## config.mk

```make
export PLATFORM = sky130hd
export DESIGN_NAME = modrm_sib_operand_decode
export DESIGN_NICKNAME = d
export VERILOG_FILES = /design/src/hw/rtl/mosd_pkg.sv /design/src/hw/rtl/mosd_reg_dec.sv /design/src/hw/rtl/mosd_rm_dec.sv /design/src/hw/rtl/mosd_adv.sv /design/src/hw/rtl/modrm_sib_operand_decode.sv
export SDC_FILE = /design/constraint.sdc
export NUM_CORES = 1
export LEC_CHECK = 0
export BUFFER_PORTS_ARGS = -buffer_cell sky130_fd_sc_hd__buf_4
export CAP_MARGIN = 30
export CORE_UTILIZATION = 51
export CTS_CLUSTER_DIAMETER = 40
export DETAILED_ROUTE_END_ITERATION = 8
export PLACE_DENSITY = 0.8
export REMOVE_ABC_BUFFERS = 1
export SKIP_CTS_REPAIR_TIMING = 1
export SYNTH_ARGS = -nofsm -noshare
export SYNTH_HDL_FRONTEND = slang
export SYNTH_SLANG_ARGS = --single-unit
```

## constraint.sdc

```tcl
create_clock -name clk -period 2.6 [get_ports clk]
set_clock_uncertainty 0.05 [all_clocks]
set_input_delay 0.26 -clock clk [delete_from_list [all_inputs] [get_ports clk]]
set_output_delay 0.26 -clock clk [all_outputs]
set_load 0.02 [all_outputs]
```

## src/hw/rtl/mosd_pkg.sv

```systemverilog
// Package: types and codes shared by the ModRM/SIB operand decoder.
`timescale 1ns / 1ps
`default_nettype none
package mosd_pkg;

  // operand kinds
  localparam logic [1:0] KIND_BYTE  = 2'd0;
  localparam logic [1:0] KIND_INT   = 2'd1;
  localparam logic [1:0] KIND_VEC   = 2'd2;
  localparam logic [1:0] KIND_OTHER = 2'd3;

  // register size codes
  localparam logic [2:0] SZ_BYTE_LO = 3'd0;
  localparam logic [2:0] SZ_BYTE_HI = 3'd1;
  localparam logic [2:0] SZ_WORD    = 3'd2;
  localparam logic [2:0] SZ_DWORD   = 3'd3;
  localparam logic [2:0] SZ_QWORD   = 3'd4;
  localparam logic [2:0] SZ_MMX     = 3'd5;
  localparam logic [2:0] SZ_XMM     = 3'd6;
  localparam logic [2:0] SZ_OTHER   = 3'd7;

  // addressing forms
  localparam logic [1:0] AM_INDIRECT = 2'd0;
  localparam logic [1:0] AM_RIPREL   = 2'd1;
  localparam logic [1:0] AM_ABS      = 2'd2;
  localparam logic [1:0] AM_DIRECT   = 2'd3;

  // mod field values
  localparam logic [1:0] MOD_NODISP = 2'd0;
  localparam logic [1:0] MOD_DISP8  = 2'd1;
  localparam logic [1:0] MOD_DISP32 = 2'd2;
  localparam logic [1:0] MOD_REG    = 2'd3;

  // special rm / sib encodings
  localparam logic [2:0] RM_SIB      = 3'd4;
  localparam logic [2:0] RM_DISP32   = 3'd5;
  localparam logic [2:0] IDX_NONE    = 3'd4;

  localparam logic [4:0] NO_REG = 5'd16;

  // segment codes
  localparam logic [2:0] SEG_NONE    = 3'd0;
  localparam logic [2:0] SEG_DEFAULT = 3'd1;
  localparam logic [2:0] SEG_FS      = 3'd4;
  localparam logic [2:0] SEG_GS      = 3'd5;

  // displacement lengths
  localparam logic [2:0] DISP_0 = 3'd0;
  localparam logic [2:0] DISP_1 = 3'd1;
  localparam logic [2:0] DISP_4 = 3'd4;

  typedef struct packed {
    logic [7:0] modrm;
    logic [7:0] sib;
    logic [1:0] operand_kind;
    logic [3:0] base_length;
    logic [3:0] rex_bits;
    logic       rex_present;
    logic [6:0] prefix_flags;
  } in_t;

  typedef struct packed {
    logic [3:0] reg_index;
    logic [2:0] reg_size;
    logic [1:0] addressing;
    logic [4:0] rm_index;
    logic [2:0] rm_size;
    logic [4:0] index_reg;
    logic [1:0] scale_log2;
    logic [2:0] disp_bytes;
    logic       sib_present;
    logic [2:0] segment;
    logic [4:0] advance;
  } out_t;

  // stage 1 -> stage 2
  typedef struct packed {
    logic       valid;
    logic [1:0] mod;
    logic [2:0] rm;
    logic [7:0] sib;
    logic [1:0] kind;
    logic [3:0] blen;
    logic       rexp;
    logic       rx;
    logic       rb;
    logic       adsize;
    logic       fsp;
    logic       gsp;
    logic [3:0] reg_index;
    logic [2:0] reg_size;
    logic [2:0] pf_cnt;
  } s1_t;

  // stage 2 -> stage 3
  typedef struct packed {
    logic       valid;
    logic [3:0] reg_index;
    logic [2:0] reg_size;
    logic [1:0] addressing;
    logic [4:0] rm_index;
    logic [2:0] rm_size;
    logic [4:0] index_reg;
    logic [1:0] scale_log2;
    logic [2:0] disp_bytes;
    logic       sib_present;
    logic [2:0] segment;
    logic [3:0] blen;
    logic       rexp;
    logic [2:0] pf_cnt;
  } s2_t;

endpackage
`default_nettype wire

```

## src/hw/rtl/mosd_reg_dec.sv

```systemverilog
// Stage 1: field split, REX masking, reg-field operand decode, prefix count.
`timescale 1ns / 1ps
`default_nettype none
module mosd_reg_dec (
  input  wire            clk,
  input  wire            rst_n,
  input  wire            in_valid,
  input  mosd_pkg::in_t  in_item,
  output mosd_pkg::s1_t  s1_o
);

  mosd_pkg::s1_t s1_r, s1_nxt;

  logic [3:0] rex;
  logic [2:0] reg_f;
  logic [6:0] pf;
  logic       opsize;

  always_comb begin
    rex    = in_item.rex_present ? in_item.rex_bits : 4'd0;
    reg_f  = in_item.modrm[5:3];
    pf     = in_item.prefix_flags;
    opsize = pf[0];

    s1_nxt        = '0;
    s1_nxt.valid  = in_valid;
    s1_nxt.mod    = in_item.modrm[7:6];
    s1_nxt.rm     = in_item.modrm[2:0];
    s1_nxt.sib    = in_item.sib;
    s1_nxt.kind   = in_item.operand_kind;
    s1_nxt.blen   = in_item.base_length;
    s1_nxt.rexp   = in_item.rex_present;
    s1_nxt.rx     = rex[1];
    s1_nxt.rb     = rex[0];
    s1_nxt.adsize = pf[1];
    s1_nxt.fsp    = pf[4];
    s1_nxt.gsp    = pf[5];
    s1_nxt.pf_cnt = 3'({2'b0, pf[0]} + {2'b0, pf[1]} + {2'b0, pf[2]} + {2'b0, pf[3]}
                     + {2'b0, pf[4]} + {2'b0, pf[5]} + {2'b0, pf[6]});
    s1_nxt.reg_index = {rex[2], reg_f};

    case (in_item.operand_kind)
      mosd_pkg::KIND_BYTE: begin
        // AH..BH only exist without REX
        if (!in_item.rex_present && reg_f[2]) begin
          s1_nxt.reg_size  = mosd_pkg::SZ_BYTE_HI;
          s1_nxt.reg_index = {2'b00, reg_f[1:0]};
        end else begin
          s1_nxt.reg_size = mosd_pkg::SZ_BYTE_LO;
        end
      end
      mosd_pkg::KIND_INT: begin
        if (opsize)      s1_nxt.reg_size = mosd_pkg::SZ_WORD;
        else if (rex[3]) s1_nxt.reg_size = mosd_pkg::SZ_QWORD;
        else             s1_nxt.reg_size = mosd_pkg::SZ_DWORD;
      end
      mosd_pkg::KIND_VEC: begin
        s1_nxt.reg_size = (opsize || pf[2] || pf[3]) ? mosd_pkg::SZ_XMM : mosd_pkg::SZ_MMX;
      end
      default: begin
        s1_nxt.reg_size = mosd_pkg::SZ_OTHER;
      end
    endcase
  end

  always_ff @(posedge clk) begin
    if (!rst_n) begin
      s1_r.valid <= 1'b0;
    end else begin
      s1_r.valid <= s1_nxt.valid;
    end
  end

  always_ff @(posedge clk) begin
    s1_r.mod       <= s1_nxt.mod;
    s1_r.rm        <= s1_nxt.rm;
    s1_r.sib       <= s1_nxt.sib;
    s1_r.kind      <= s1_nxt.kind;
    s1_r.blen      <= s1_nxt.blen;
    s1_r.rexp      <= s1_nxt.rexp;
    s1_r.rx        <= s1_nxt.rx;
    s1_r.rb        <= s1_nxt.rb;
    s1_r.adsize    <= s1_nxt.adsize;
    s1_r.fsp       <= s1_nxt.fsp;
    s1_r.gsp       <= s1_nxt.gsp;
    s1_r.reg_index <= s1_nxt.reg_index;
    s1_r.reg_size  <= s1_nxt.reg_size;
    s1_r.pf_cnt    <= s1_nxt.pf_cnt;
  end

  assign s1_o = s1_r;

endmodule
`default_nettype wire

```

## src/hw/rtl/mosd_rm_dec.sv

```systemverilog
// Stage 2: r/m operand decode (direct, SIB, RIP-relative, absolute forms).
`timescale 1ns / 1ps
`default_nettype none
module mosd_rm_dec (
  input  wire            clk,
  input  wire            rst_n,
  input  mosd_pkg::s1_t  s1_i,
  output mosd_pkg::s2_t  s2_o
);

  mosd_pkg::s2_t s2_r, s2_nxt;

  logic [2:0] bs;
  logic [2:0] ix;
  logic       nobase;
  logic       noindex;

  always_comb begin
    bs      = s1_i.sib[2:0];
    ix      = s1_i.sib[5:3];
    nobase  = (bs == mosd_pkg::RM_DISP32) && (s1_i.mod == mosd_pkg::MOD_NODISP);
    noindex = (ix == mosd_pkg::IDX_NONE) && !s1_i.rx;

    s2_nxt             = '0;
    s2_nxt.valid       = s1_i.valid;
    s2_nxt.reg_index   = s1_i.reg_index;
    s2_nxt.reg_size    = s1_i.reg_size;
    s2_nxt.blen        = s1_i.blen;
    s2_nxt.rexp        = s1_i.rexp;
    s2_nxt.pf_cnt      = s1_i.pf_cnt;
    s2_nxt.rm_index    = mosd_pkg::NO_REG;
    s2_nxt.index_reg   = mosd_pkg::NO_REG;
    s2_nxt.rm_size     = s1_i.adsize ? mosd_pkg::SZ_DWORD : mosd_pkg::SZ_QWORD;
    s2_nxt.segment     = mosd_pkg::SEG_NONE;
    s2_nxt.addressing  = mosd_pkg::AM_INDIRECT;
    s2_nxt.disp_bytes  = mosd_pkg::DISP_0;

    if (s1_i.mod == mosd_pkg::MOD_REG) begin
      s2_nxt.addressing = mosd_pkg::AM_DIRECT;
      if (s1_i.kind == mosd_pkg::KIND_BYTE) begin
        if (!s1_i.rexp && s1_i.rm[2]) begin
          s2_nxt.rm_size  = mosd_pkg::SZ_BYTE_HI;
          s2_nxt.rm_index = {3'b000, s1_i.rm[1:0]};
        end else begin
          s2_nxt.rm_size  = mosd_pkg::SZ_BYTE_LO;
          s2_nxt.rm_index = {1'b0, s1_i.rb, s1_i.rm};
        end
      end else begin
        s2_nxt.rm_size  = s1_i.reg_size;
        s2_nxt.rm_index = {1'b0, s1_i.rb, s1_i.rm};
      end
    end else begin
      case (s1_i.mod)
        mosd_pkg::MOD_DISP8:  s2_nxt.disp_bytes = mosd_pkg::DISP_1;
        mosd_pkg::MOD_DISP32: s2_nxt.disp_bytes = mosd_pkg::DISP_4;
        default:              s2_nxt.disp_bytes = mosd_pkg::DISP_0;
      endcase
      if (s1_i.rm == mosd_pkg::RM_SIB) begin
        s2_nxt.sib_present = 1'b1;
        s2_nxt.scale_log2  = s1_i.sib[7:6];
        if (nobase) s2_nxt.disp_bytes = mosd_pkg::DISP_4;
        else        s2_nxt.rm_index   = {1'b0, s1_i.rb, bs};
        if (!noindex) s2_nxt.index_reg = {1'b0, s1_i.rx, ix};
        if (nobase && noindex) begin
          s2_nxt.addressing = mosd_pkg::AM_ABS;
          s2_nxt.rm_size    = mosd_pkg::SZ_OTHER;
          s2_nxt.scale_log2 = 2'd0;
          if (s1_i.fsp)      s2_nxt.segment = mosd_pkg::SEG_FS;
          else if (s1_i.gsp) s2_nxt.segment = mosd_pkg::SEG_GS;
          else               s2_nxt.segment = mosd_pkg::SEG_DEFAULT;
        end
      end else if (s1_i.rm == mosd_pkg::RM_DISP32 && s1_i.mod == mosd_pkg::MOD_NODISP) begin
        s2_nxt.addressing = mosd_pkg::AM_RIPREL;
        s2_nxt.disp_bytes = mosd_pkg::DISP_4;
      end else begin
        s2_nxt.rm_index = {1'b0, s1_i.rb, s1_i.rm};
      end
    end
  end

  always_ff @(posedge clk) begin
    if (!rst_n) begin
      s2_r.valid <= 1'b0;
    end else begin
      s2_r.valid <= s2_nxt.valid;
    end
  end

  always_ff @(posedge clk) begin
    s2_r.reg_index   <= s2_nxt.reg_index;
    s2_r.reg_size    <= s2_nxt.reg_size;
    s2_r.addressing  <= s2_nxt.addressing;
    s2_r.rm_index    <= s2_nxt.rm_index;
    s2_r.rm_size     <= s2_nxt.rm_size;
    s2_r.index_reg   <= s2_nxt.index_reg;
    s2_r.scale_log2  <= s2_nxt.scale_log2;
    s2_r.disp_bytes  <= s2_nxt.disp_bytes;
    s2_r.sib_present <= s2_nxt.sib_present;
    s2_r.segment     <= s2_nxt.segment;
    s2_r.blen        <= s2_nxt.blen;
    s2_r.rexp        <= s2_nxt.rexp;
    s2_r.pf_cnt      <= s2_nxt.pf_cnt;
  end

  assign s2_o = s2_r;

endmodule
`default_nettype wire

```

## src/hw/rtl/mosd_adv.sv

```systemverilog
// Stage 3: instruction-pointer advance sum and the output register.
`timescale 1ns / 1ps
`default_nettype none
module mosd_adv (
  input  wire             clk,
  input  wire             rst_n,
  input  mosd_pkg::s2_t   s2_i,
  output logic            out_valid,
  output mosd_pkg::out_t  out_item
);

  logic           valid_r;
  mosd_pkg::out_t item_r, item_nxt;

  always_comb begin
    item_nxt             = '0;
    item_nxt.reg_index   = s2_i.reg_index;
    item_nxt.reg_size    = s2_i.reg_size;
    item_nxt.addressing  = s2_i.addressing;
    item_nxt.rm_index    = s2_i.rm_index;
    item_nxt.rm_size     = s2_i.rm_size;
    item_nxt.index_reg   = s2_i.index_reg;
    item_nxt.scale_log2  = s2_i.scale_log2;
    item_nxt.disp_bytes  = s2_i.disp_bytes;
    item_nxt.sib_present = s2_i.sib_present;
    item_nxt.segment     = s2_i.segment;
    // max 15 + 4 + 1 + 1 + 7 = 28, fits without wrap
    item_nxt.advance     = {1'b0, s2_i.blen} + {2'b00, s2_i.disp_bytes}
                         + {4'd0, s2_i.sib_present} + {4'd0, s2_i.rexp}
                         + {2'b00, s2_i.pf_cnt};
  end

  always_ff @(posedge clk) begin
    if (!rst_n) begin
      valid_r <= 1'b0;
    end else begin
      valid_r <= s2_i.valid;
    end
  end

  always_ff @(posedge clk) begin
    item_r <= item_nxt;
  end

  assign out_valid = valid_r;
  assign out_item  = item_r;

endmodule
`default_nettype wire

```

## src/hw/rtl/modrm_sib_operand_decode.sv

```systemverilog
// Throughput: one instruction per cycle; busy is always low.
// Three register stages: reg decode, r/m and SIB decode, advance sum.
// Each result is presented for exactly one cycle; the receiver cannot stall.
// Reset (synchronous, rst_n low) clears all stage valid bits; no clearing pass.
`timescale 1ns / 1ps
`default_nettype none
module modrm_sib_operand_decode (
  input  wire             clk,
  input  wire             rst_n,
  input  wire             start,
  output logic            busy,
  input  mosd_pkg::in_t   in_data,
  output logic            out_valid,
  output mosd_pkg::out_t  out_data
);

  mosd_pkg::s1_t s1;
  mosd_pkg::s2_t s2;

  assign busy = 1'b0;

  mosd_reg_dec u_reg_dec (
    .clk      (clk),
    .rst_n    (rst_n),
    .in_valid (start),
    .in_item  (in_data),
    .s1_o     (s1)
  );

  mosd_rm_dec u_rm_dec (
    .clk   (clk),
    .rst_n (rst_n),
    .s1_i  (s1),
    .s2_o  (s2)
  );

  mosd_adv u_adv (
    .clk       (clk),
    .rst_n     (rst_n),
    .s2_i      (s2),
    .out_valid (out_valid),
    .out_item  (out_data)
  );

  // every transfer in gives exactly one strobe, once it has passed the stage 1, stage 2 and output registers
  a_latency: assert property (@(posedge clk)
    (rst_n && $past(rst_n, 1) && $past(rst_n, 2) && $past(rst_n, 3))
      |-> (out_valid == $past(start && !busy, 3)))
    else $error("result strobe does not follow transfer by three cycles");

  a_abs_noregs: assert property (@(posedge clk) disable iff (!rst_n)
    (out_valid && out_data.addressing == mosd_pkg::AM_ABS)
      |-> (out_data.rm_index == mosd_pkg::NO_REG && out_data.index_reg == mosd_pkg::NO_REG))
    else $error("absolute form carries a base or index register");

  a_seg_only_abs: assert property (@(posedge clk) disable iff (!rst_n)
    (out_valid && out_data.addressing != mosd_pkg::AM_ABS)
      |-> (out_data.segment == mosd_pkg::SEG_NONE))
    else $error("segment set outside absolute form");

  a_direct_nomem: assert property (@(posedge clk) disable iff (!rst_n)
    (out_valid && out_data.addressing == mosd_pkg::AM_DIRECT)
      |-> (out_data.disp_bytes == mosd_pkg::DISP_0 && !out_data.sib_present
           && out_data.index_reg == mosd_pkg::NO_REG))
    else $error("register direct form with memory operand fields");

  a_scale_needs_sib: assert property (@(posedge clk) disable iff (!rst_n)
    (out_valid && !out_data.sib_present) |-> (out_data.scale_log2 == 2'd0))
    else $error("scale without SIB byte");

endmodule
`default_nettype wire
```

# After elaboration in Yosys (flattened, before gate mapping)
# Index checks and enable logic that the tools add are counted.
word_totals:
  regBits: 113
  latch_bits: 0
  ram_bits: 0
  romBits: 0
  elab_cells: 112
  mem_count: 0
classes:
  addsub: 10
  mul: 0
  div: 0
  magnitude_cmp: 0
  eq_ne: 9
  shifts: 0
  muxes: 29
  bitwise_logic: 2
  n_reduce_logical: 19
op_table:
  columns: ["operator", "n"]
  rows:
  - ["3-bit 2-to-1 mux", 10]
  - ["7-bit 2-to-1 mux", 3]
  - ["4-bit 2-to-1 mux", 4]
  - ["3-bit by 1-bit adder with 3-bit output", 5]
  - ["5-bit 2-to-1 mux", 3]
  - ["3-bit equality test (second input constant)", 4]
  - ["5-bit by 1-bit adder with 5-bit output", 2]
  - ["10-bit 2-to-1 mux", 1]
  - ["3-bit case mux with 3 select lines", 1]
  - ["3-bit OR reduction", 3]
  - ["8-bit 2-to-1 mux", 1]
  - ["2-bit equality test (second input constant)", 3]
  - ["1-bit logical AND", 6]
  - ["2-bit zero test", 3]
  - ["2-bit 2-to-1 mux", 3]
  - ["3-bit case mux with 2 select lines", 1]
  - ["4-bit by 3-bit adder with 5-bit output", 1]
  - ["5-bit by 3-bit adder with 5-bit output", 1]
  - ["2-bit by 1-bit equality test with 1-bit output (second input constant)", 2]
  - ["4-bit OR reduction", 1]
  - ["1-bit zero test", 3]
  - ["1-bit by 1-bit adder with 2-bit output", 1]
  - ["1-bit logical OR", 2]
  - ["1-bit 2-to-1 mux", 2]
  - ["other kinds (2)", 3]

# Longest topological paths before layout
logic_depth:
  ltp_word: 6
  ltp_mapped: 8

# Modules after synthesis
# From an unflattened synthesis, not the netlist that was laid out.
unflattened:
  hier_cells: 219
  hier_area_um2: 3025.4
modules_own_cells:
  columns: ["mod", "n_inst", "cells_each", "area_per_inst_um2", "seq_area_each_um2"]
  rows:
  - ["mosd_rm_dec", 1, 93, 1121.1, 760.7]
  - ["mosd_adv", 1, 61, 962.2, 740.7]
  - ["mosd_reg_dec", 1, 63, 930.9, 720.7]
  - ["modrm_sib_operand_decode", 1, 2, 11.3, 0.0]

# Worst setup path before layout
# OpenSTA, ideal clock, no wires.
synth_path:
  path_kind: "input -> register"
  startpoint: "in in_data[0] (netlist bit)"
  endpoint: "reg u_reg_dec.s1_r (netlist bit u_reg_dec.s1_o[2])"
  setup_ps: 118
  arrival_ps: 2215
  required_time_ps: 2432
  path_slack_ps: 218
  cell_stages: 8
  n_path_buf: 0
  cell_sequence: "ha_1 inv_1 fa_1 fa_1 inv_1 ha_1 fa_1 xor2_1"
synth_rtl:
  columns: ["item", "line_no", "rtl"]
  rows:
  - ["from (decl)", "modrm_sib_operand_decode.sv:12", "input mosd_pkg::in_t in_data,"]
  - ["to (decl)", "mosd_reg_dec.sv:12", "mosd_pkg::s1_t s1_r, s1_nxt;"]

==> summary.txt <==
Timing
  – Hold Vio Cnt, Final: 0
  – Crit path time final: 2.50 ns
  – Setup Total Neg Slack: 0 ns
  – Final Max Tran Viols: 0
  – Crit share post-route: 0.962
  – Fmax: 400 MHz
  – Worst setup margin: 0.0993 ns
  – Unrepaired setup endpoints after global routing: no
  – Endpoints failing setup: 0

Layout
  – Final instance area: 4040 µm²
  – Finished Layout Cells: 408
  – Nets@finish: 382
  – Layout cells sized above 1: 0.286
  – ANT cells: 0
  – Area growth syn-to-layout: 35.2%

GRT
  – GRT Util Overall: 0.154
  – Number of global-route vias before repair: 1625
  – Total gr overflow: 0
  – First-pass GRT wire length: 6950 µm
  – Initial antenna violation count: 0
  – Largest net degree at the start of global routing: 20

Route
  – Pre-Repair DR Iteration Count: 4
  – Routed len/inst: 11.6 µm
  – Met1 wire length: 2030 µm
  – Final wirelength: 4750 µm
  – Via count: 1790
  – DRC viols: 0
  – Via/cell ratio: 4.39
  – Final ANT Viol Nets: 0
  – DR WL met3: 258 µm
  – Drt initial violations: 67
  – Met2 wire len: 2380 µm
  – DR top layer: met4

Min path
  – Hold crit path type: input pin to flip-flop
  – Hold Crit Start: in_data[8]

Run
  – Max cap viols: 0

Synthesis
  – Top cell type's share of synthesized area: 0.730
  – Ys Warns: 0
  – Fraction of registers with async set/reset: 0
  – Dominant cell type by area after synthesis: dfxtp_1
  – Avg Cell Area, Syn: 13.2 µm²
  – Number of distinct library cells after synthesis: 40
  – Seq/Total Area, Yosys: 0.730
  – Synth area leaders: dfxtp_1, fa_1, inv_1
  – Dominant register cell in the synthesized netlist: dfxtp_1
  – Gate count after technology mapping: 226
  – Synthesized cell area: 2990 µm²
  – Yosys reg bits: 109
  – Most frequent cells after synthesis: dfxtp_1, inv_1, nand2_1
  – EDFF count, synth: 0
  – Top-count cell post-synth: dfxtp_1

Placement
  – Placed cell areas: 3590 µm²
  – Post-Place Setup Slack: 0.0100 ns
  – Port Buffer Count: 71
  – Cells after DPL: 367
  – Detailed placement HPWL: 3170 µm
  – GPL Wtd Cong: 0.800

Floorplanning
  – Rows: 27
  – Total die area: 6170 µm²
  – Initial core utilization: 0.536
  – I/O pin count: 75
  – Die width: 78.6 µm
  – Die Span Y: 78.6 µm
  – Core ar.: 5570 µm²

Clock tree
  – Worst-path clk slew: 0.10 ns
  – CTS buffer count: 9
  – Clock Tree Buf Depth: 2
  – Sink Count: 109
  – TritonCTS clock tree: done
  – Root buf cell: clkbuf_8
  – Worst skew pair latency: 0.35 ns
  – Clock H-tree levels: 3

Power
  – Total design power: 3.39 mW
  – Cell Pwr Density: 838 nW/µm²
  – Static Leak: 1.89 nW
  – VDD IR max: 0.000515 V

Critical path
  – Critical path type: input pin to flip-flop
  – Start of the worst register-to-register path: u_rm_dec.s2_o[0]
  – Crit end category: flip-flop
  – CP dominant cell by count: fa_1
  – Critical Path Source Type: input pin
  – Worst EP required: 2.80 ns
  – Crit path DAT: 2.70 ns
  – CP max stage cell: dlygate4sd3_1
  – CP startpoint: in_data[4]
  – Crit-path cells: dlygate4sd3_1 -> buf_4 -> inv_1 -> fa_1 -> fa_1 -> inv_1 -> ha_1 -> fa_1 -> xor2_1
  – CP peak stage delay: 0.54 ns
  – Crit path max fanout: 2
  – Crit path max-delay family: adder cells
  – Worst R2R Setup Slack: 0.53 ns
  – WP buf/inv: 4

Status
  – Status: completed
[metrics by stage]
stage               hold slack, ns  utilization
finish                      0.0555        0.725
global route                0.0400        0.725
CTS                        -0.0767        0.681
detailed placement           0.262        0.644
global placement             0.261        0.644
floorplan                    0.238            -
[flip-flops by register name, summed over array words and instances, names as in the netlist]
register	flops
u_adv.out_item	34
u_adv.out_valid	1
u_reg_dec.s1_o	36
u_rm_dec.s2_o	38
[power by group]
group	switching (mW)	total [mW]	internal (mW)
Combinational	0.249	0.503	0.254
Clock	0.551	1.01	0.458
Sequential	0.0488	1.88	1.83
Total	0.849	3.39	2.54
[metal layers]
layer  GRT usage  up-vias
met5           0        -
met3      0.0523        6
li1            -      918
met2       0.227       53
met1       0.189      813
met4       0.104        0
[layout make-up]
class | count | area [µm²]
fill | 387 | 1530
clock inverter | 7 | 82.6
multi-input combinational | 90 | 688
timing repair buffer | 96 | 783
inverter | 25 | 93.8
sequential | 109 | 2180
tap | 72 | 90.1
clock buffer | 9 | 124
[cells by family after synthesis]
family / Yosys count / share of synthesized area
flops: 109 / 0.730
other cells: 1 / 0.00125
simple gates: 49 / 0.0937
compound gates: 20 / 0.0443
fa+ha+maj: 15 / 0.0795
xor+xnor: 3 / 0.00879
buf+inv: 29 / 0.0427
[worst reg2reg max path, delay by kind of cell (launching register included)]
kind | cells | cell delay [ns]
AOI/OAI and AO/OA | 1 | 0.08
adders and majority gates | 3 | 1.33
buffers and inverters | 1 | 0.05
DFF | 1 | 0.33
and+or+nand+nor | 2 | 0.19
[cell usage in the layout, fill, tap and decap left out, types with 2 or more instances in the layout]
cell type / instances
dfxtp_1: 109
buf_4: 71
inv_1: 25
dlygate4sd3_1: 25
nand2_1: 12
and2_1: 10
clkbuf_8: 9
nor2_1: 7
fa_1: 7
ha_1: 7
o21ai_0: 5
a21oi_1: 5
nor2b_1: 3
conb_1: 3
nand3_1: 2
o211ai_1: 2
a21o_1: 2
xnor2_1: 2
clkinvlp_4: 2
clkinv_4: 2
[path summary, 6_finish.rpt]
check,endpoint,cells after the start
worst max-delay path,u_reg_dec.s1_o[2],9
worst min-delay path,u_reg_dec.s1_o[13],2
worst max register to register,u_adv.out_item[4],7
worst min register to register,u_adv.out_item[17],0
Note: power is estimated with default switching activity, not from simulation.
